## config.mk

```make
export PLATFORM = sky130hd
export DESIGN_NAME = moving_average_hundredths
export DESIGN_NICKNAME = d
export VERILOG_FILES = /design/src/hw/rtl/mah_pkg.sv /design/src/hw/rtl/moving_average_hundredths.sv
export SDC_FILE = /design/constraint.sdc
export NUM_CORES = 1
export LEC_CHECK = 0
export BUFFER_PORTS_ARGS = -buffer_cell sky130_fd_sc_hd__buf_2
export CORE_UTILIZATION = 38
export CTS_BUF_LIST = sky130_fd_sc_hd__clkbuf_4 sky130_fd_sc_hd__clkbuf_8 sky130_fd_sc_hd__clkbuf_16
export CTS_CLUSTER_SIZE = 20
export DETAILED_ROUTE_END_ITERATION = 6
export PLACE_DENSITY = 0.59
export SYNTH_ARGS = -nofsm -noshare
export SYNTH_HDL_FRONTEND = slang
export SYNTH_SLANG_ARGS = --single-unit
export TNS_END_PERCENT = 30
```

## constraint.sdc

```tcl
create_clock -name clk_i -period 4.3 [get_ports clk_i]
set_input_delay 0.86 -clock clk_i [delete_from_list [all_inputs] [get_ports clk_i]]
set_output_delay 0.86 -clock clk_i [all_outputs]
set_load 0.01 [all_outputs]
```

## src/hw/rtl/mah_pkg.sv

```systemverilog
// Package for the moving-average block: window size, field widths and
// sequencer state type. No dependencies.
package mah_pkg;

  localparam int unsigned WINDOW_LENGTH = 16;

  localparam int unsigned SAMPLE_W = 16;
  localparam int unsigned AVG_W    = 23;

  localparam int unsigned SLOT_W = $clog2(WINDOW_LENGTH);
  localparam int unsigned CNT_W  = $clog2(WINDOW_LENGTH + 1);
  localparam int unsigned SUM_W  = SAMPLE_W + CNT_W;

  // 200*sum + count, divided by 2*count, gives the mean in hundredths
  // rounded half up.
  localparam int unsigned SCALE   = 200;
  localparam int unsigned SCALE_W = 8;
  localparam int unsigned NUM_W   = SUM_W + SCALE_W;
  localparam int unsigned DEN_W   = CNT_W + 1;
  localparam int unsigned DCNT_W  = $clog2(NUM_W + 1);

  typedef enum logic [2:0] {
    ST_IDLE,
    ST_SUM,
    ST_MUL,
    ST_DIV,
    ST_DONE
  } mah_state_e;

endpackage

```

## src/hw/rtl/moving_average_hundredths.sv

```systemverilog
// Moving average of 16-bit samples, reported in hundredths, rounded half up.
// Depends on mah_pkg (window size, widths, sequencer states).
//
//   channel  | valid       | stall        | payload
//   ---------+-------------+--------------+----------------------------
//   input    | in_valid_i  | in_stall_o   | sample_i [15:0]
//   output   | out_valid_o | out_stall_i  | average_hundredths_o [22:0]
//
// Each sample passes through one ring read, one sum update, one scale
// multiply, NUM_W steps of the restoring divider by 2*count, and one load
// of the output register, which waits while a held result is stalled.
// in_stall_o is high from a transfer until the result is loaded; the output
// register holds the result while out_stall_i is high, and the next sample
// may be taken meanwhile. Reset clears count, sum and ring pointer; the ring
// itself needs no clearing since a value read from it is used only once written.
module moving_average_hundredths (
  input  logic                          clk_i,
  input  logic                          rst_ni,
  input  logic                          in_valid_i,
  output logic                          in_stall_o,
  input  logic [mah_pkg::SAMPLE_W-1:0]  sample_i,
  output logic                          out_valid_o,
  input  logic                          out_stall_i,
  output logic [mah_pkg::AVG_W-1:0]     average_hundredths_o
);

  mah_pkg::mah_state_e state_q, state_d;

  logic [mah_pkg::SAMPLE_W-1:0] ring_mem [mah_pkg::WINDOW_LENGTH];

  logic [mah_pkg::SAMPLE_W-1:0] sample_q;
  logic [mah_pkg::SAMPLE_W-1:0] oldest_q;
  logic [mah_pkg::SLOT_W-1:0]   slot_q;
  logic [mah_pkg::CNT_W-1:0]    cnt_q;
  logic [mah_pkg::SUM_W-1:0]    sum_q;
  logic [mah_pkg::NUM_W-1:0]    num_q;
  logic [mah_pkg::DEN_W-1:0]    den_q;
  logic [mah_pkg::DEN_W-1:0]    rem_q;
  logic [mah_pkg::DCNT_W-1:0]   dcnt_q;
  logic                         out_valid_q;
  logic [mah_pkg::AVG_W-1:0]    out_q;

  logic                         in_xfer;
  logic                         out_load;
  logic                         win_full;
  logic                         div_last;
  logic [mah_pkg::DEN_W:0]      rem_shift;
  logic                         rem_ge;
  logic [mah_pkg::DEN_W-1:0]    rem_next;

  assign in_xfer  = in_valid_i && !in_stall_o;
  assign win_full = (cnt_q == mah_pkg::CNT_W'(mah_pkg::WINDOW_LENGTH));
  assign div_last = (dcnt_q == mah_pkg::DCNT_W'(mah_pkg::NUM_W - 1));

  // One restoring-division step: shift in the next numerator bit, subtract.
  assign rem_shift = {rem_q, num_q[mah_pkg::NUM_W-1]};
  assign rem_ge    = (rem_shift >= {1'b0, den_q});
  assign rem_next  = rem_ge ? mah_pkg::DEN_W'(rem_shift - {1'b0, den_q})
                            : rem_shift[mah_pkg::DEN_W-1:0];

  // Next state
  always_comb begin
    state_d = state_q;
    unique case (state_q)
      mah_pkg::ST_IDLE: if (in_xfer) state_d = mah_pkg::ST_SUM;
      mah_pkg::ST_SUM:  state_d = mah_pkg::ST_MUL;
      mah_pkg::ST_MUL:  state_d = mah_pkg::ST_DIV;
      mah_pkg::ST_DIV:  if (div_last) state_d = mah_pkg::ST_DONE;
      mah_pkg::ST_DONE: if (!out_valid_q || !out_stall_i) state_d = mah_pkg::ST_IDLE;
      default:          state_d = mah_pkg::ST_IDLE;
    endcase
  end

  // Outputs of the sequencer
  always_comb begin
    in_stall_o = 1'b1;
    out_load   = 1'b0;
    unique case (state_q)
      mah_pkg::ST_IDLE: in_stall_o = 1'b0;
      mah_pkg::ST_DONE: out_load   = !out_valid_q || !out_stall_i;
      default: ;
    endcase
  end

  always_ff @(posedge clk_i or negedge rst_ni) begin
    if (!rst_ni) begin
      state_q     <= mah_pkg::ST_IDLE;
      slot_q      <= '0;
      cnt_q       <= '0;
      sum_q       <= '0;
      dcnt_q      <= '0;
      out_valid_q <= 1'b0;
    end else begin
      state_q <= state_d;
      if (state_q == mah_pkg::ST_SUM) begin
        // drop the oldest sample once the window is full
        if (win_full) begin
          sum_q <= sum_q - mah_pkg::SUM_W'(oldest_q) + mah_pkg::SUM_W'(sample_q);
        end else begin
          sum_q <= sum_q + mah_pkg::SUM_W'(sample_q);
          cnt_q <= cnt_q + mah_pkg::CNT_W'(1);
        end
        if (slot_q == mah_pkg::SLOT_W'(mah_pkg::WINDOW_LENGTH - 1)) begin
          slot_q <= '0;
        end else begin
          slot_q <= slot_q + mah_pkg::SLOT_W'(1);
        end
      end
      if (state_q == mah_pkg::ST_MUL) begin
        dcnt_q <= '0;
      end else if (state_q == mah_pkg::ST_DIV) begin
        dcnt_q <= dcnt_q + mah_pkg::DCNT_W'(1);
      end
      if (out_load) begin
        out_valid_q <= 1'b1;
      end else if (!out_stall_i) begin
        out_valid_q <= 1'b0;
      end
    end
  end

  // Datapath registers
  always_ff @(posedge clk_i) begin
    if (in_xfer) begin
      sample_q <= sample_i;
    end
    unique case (state_q)
      mah_pkg::ST_MUL: begin
        num_q <= mah_pkg::NUM_W'(sum_q) * mah_pkg::NUM_W'(mah_pkg::SCALE)
                 + mah_pkg::NUM_W'(cnt_q);
        den_q <= {cnt_q, 1'b0};
        rem_q <= '0;
      end
      mah_pkg::ST_DIV: begin
        // quotient bits fill the numerator register from the bottom
        num_q <= {num_q[mah_pkg::NUM_W-2:0], rem_ge};
        rem_q <= rem_next;
      end
      default: ;
    endcase
    if (out_load) begin
      out_q <= num_q[mah_pkg::AVG_W-1:0];
    end
  end

  // Sample ring: read the slot at transfer, overwrite it in the sum cycle
  always_ff @(posedge clk_i) begin
    if (in_xfer) begin
      oldest_q <= ring_mem[slot_q];
    end
    if (state_q == mah_pkg::ST_SUM) begin
      ring_mem[slot_q] <= sample_q;
    end
  end

  assign out_valid_o          = out_valid_q;
  assign average_hundredths_o = out_q;

endmodule
```

==> results.py <==
metrics = {
    "run_status": {
        "violations": "setup timing",
        "status": "complete, but fails checks",
    },
    "timing": {
        "setup_ws_ns": -0.007942,
        "skew_ns": 0.03107,
        "rsz0062_at_grt": "true",
        "hold_violations": 0,
        "fmax_mhz": 232.1,
        "tightest_slew_ns": 0.9840,
        "max-slew-margin-rel": 0.3440,
        "finalMaxSlewViolations": 0,
        "report.final.setup_viol": 1,
        "finalWorstPathRequiredPeriod_ns": 4.308,
        "whs_ns": 0.4376,
        "fin_crit_sh": 1.002,
    },
    "routing": {
        "vias": 11630,
        "detail_route.vias_per_cell": 5.091,
        "drtPass1Iterations": 5,
        "initialDrtViolationCount": 730,
        "drcViolationCount": 0,
        "wl_per_cell_um": 18.44,
        "routed_wirelength_um": 42140,
        "ant_nets": 0,
    },
    "cells_and_area": {
        "nNetsFinal": 1749,
        "num_antenna_cells": 0,
        "regArea_um2": 11520,
        "fin_util": 0.4535,
        "area_growth_pct": 17.74,
        "multiInputGateArea_um2": 7717,
        "final_cell_mix": "edfxtp_1, inv_1, buf_4",
        "nFillCells": 4599,
        "drive_gt1_frac": 0.2361,
        "fin_cells": 2285,
        "final_common_cell": "edfxtp_1",
    },
    "critical_path": {
        "required_ns": 4.62,
        "cp-start-kind": "flip-flop",
        "reg2reg_depth": 14,
        "worstPathArrival_ns": 4.62,
        "crit_path_end_kind": "flip-flop",
        "critPathKind": "reg -> reg",
        "path_max_fanout": 4,
    },
    "cts": {
        "root_buffer": "clkbuf_16",
        "htreeDepth": 2,
        "clkTransAtPathRegs_ns": 0.06,
        "clock_path_buffers": 3,
        "clk-insertion-delay-late_ns": 0.58,
        "cts_tree": "done",
        "numClockSinks": 390,
        "cts-buffers-inserted": 42,
    },
    "synthesis": {
        "synth_edf_count": 351,
        "netlist_area_um2": 19760,
        "syn_nets": 1579,
        "ys_seq_area_frac": 0.5828,
        "async_flop_share": 0.1000,
        "yosys_warnings": 0,
        "ys_ff_latch": 390,
        "synth.distinct_cells": 75,
        "synth_ff_type": "edfxtp_1",
        "avgSynthCellArea_um2": 14.07,
        "synth_cells": 1404,
    },
    "place": {
        "placed_cells": 2205,
        "port_buffers": 44,
        "place_ws_ns": -0.08684,
        "dp_hpwl_um": 28680,
        "gp_congestion": 0.8676,
    },
    "floorplan": {
        "die_height_um": 230.0,
        "coreArea_um2": 51300,
        "dieArea_um2": 52910,
        "die-width_um": 230.0,
        "num_io_pins": 45,
        "start_util": 0.3852,
        "row_count": 83,
    },
    "global_routing": {
        "grt_max_degree": 44,
        "grt_pass1_wl_um": 66030,
        "grt_pass1_vias": 11880,
        "antenna_found_initial": 0,
        "gr-total-overflow": 0,
        "grt_usage": 0.1617,
    },
    "hold_path": {
        "min_path_type": "in -> async",
    },
    "flow_run": {
        "drv_cap": 0,
    },
}
[worst max-delay path: stages (launching register included)]
cell and delay (ns):
dfrtp_1 0.42, ha_1 0.31, ha_1 0.31, fa_1 0.51, ha_4 0.30, nor2_2 0.04, o31a_1 0.38, o21ai_4 0.24
xor2_2 0.18, nand3_2 0.10, or4_4 0.51, nor4_4 0.18, and4_4 0.27, mux2i_1 0.18, o2111ai_1 0.12
[cells in the mapped netlist, types with 7 or more instances]
| master | number | area share |
|---|---|---|
| a211oi_1 | 11 | 0.0042 |
| a21o_1 | 17 | 0.0065 |
| a21oi_1 | 47 | 0.012 |
| a22oi_1 | 7 | 0.0027 |
| and3_1 | 8 | 0.0025 |
| clkbuf_1 | 33 | 0.0063 |
| dfrtp_1 | 39 | 0.049 |
| edfxtp_1 | 351 | 0.53 |
| fa_1 | 35 | 0.035 |
| ha_1 | 120 | 0.076 |
| inv_1 | 165 | 0.031 |
| mux4_2 | 80 | 0.091 |
| nand2_1 | 88 | 0.017 |
| nand2b_1 | 9 | 0.0028 |
| nand3_1 | 24 | 0.0061 |
| nand4_1 | 8 | 0.0025 |
| nor2_1 | 78 | 0.015 |
| nor2b_1 | 12 | 0.0038 |
| nor3_1 | 23 | 0.0058 |
| o211ai_1 | 9 | 0.0034 |
| o21a_1 | 11 | 0.0042 |
| o21ai_0 | 53 | 0.013 |
| xnor2_1 | 44 | 0.020 |
| xor2_1 | 26 | 0.012 |
[state kept, by name, indices dropped and copies added, names as in the netlist, 5 cells and up]
register / count
average_hundredths_o: 23
cnt_q: 5
dcnt_q: 5
den_q: 5
num_q: 29
oldest_q: 16
rem_q: 6
ring_mem: 256
sample_q: 16
sum_q: 21
[metrics by stage]
stage                     setup TNS [ns]  cell area (um2)
after global placement         -0.001710            21690
after floorplan                        0            19800
final                          -0.007942            23260
after global routing             -0.5356            23260
after detailed placement        -0.08684            21690
after CTS                       -0.05076            23100
[metal layers]
layer | routed length, um | global-route usage | vias to the layer above | part of all wire
li1 | - | - | 5560 | -
met1 | 18730 | 0.2157 | 5753 | 0.44
met2 | 20350 | 0.2689 | 262 | 0.48
met3 | 2106 | 0.02703 | 59 | 0.050
met4 | 956 | 0.05112 | 0 | 0.023
met5 | 0 | 0 | - | 0
[cells by family after synthesis]
group           after synthesis  share of synthesized area
mux                          85                    0.09385
xor+xnor                     72                    0.03267
simple gates                283                    0.06902
flops                       390                     0.5828
fa+ha+maj                   155                     0.1114
compound gates              215                    0.07143
buf+inv                     204                    0.03875
[final timing paths]
| kind | start | endpoint | slack (ns) |
|---|---|---|---|
| max | sum_q[2] | num_q[28] | -0.008 |
| min | rst_ni | slot_q[0] | 0.44 |
| max reg2reg | sum_q[2] | num_q[28] | -0.008 |
| min reg2reg | num_q[22] | average_hundredths_o[22] | 0.44 |
| max in group asynchronous | rst_ni | slot_q[0] | 3.16 |
| min in group clk_i | num_q[22] | average_hundredths_o[22] | 0.44 |
[what timing repair did]
action | CTS | global route
buffers inserted | 0 | 5
hold buffers | 0 | 0
resized for setup | 4 | 21
pin swaps | 0 | 8
hold endpoints to repair | 0 | 0
setup endpoints to repair | 2 | 9
[layout make-up]
cell class,count,share of cell area
flip-flops and latches,390,0.4952
multi-input cells,810,0.3317
repair buffers,165,0.04959
clock buffers,52,0.04916
well taps,680,0.03657
inverters,165,0.02662
clock inverters,23,0.01108
Power is not shown: default switching activity piles up to over one toggle a cycle in this logic, so the estimate is an artifact.
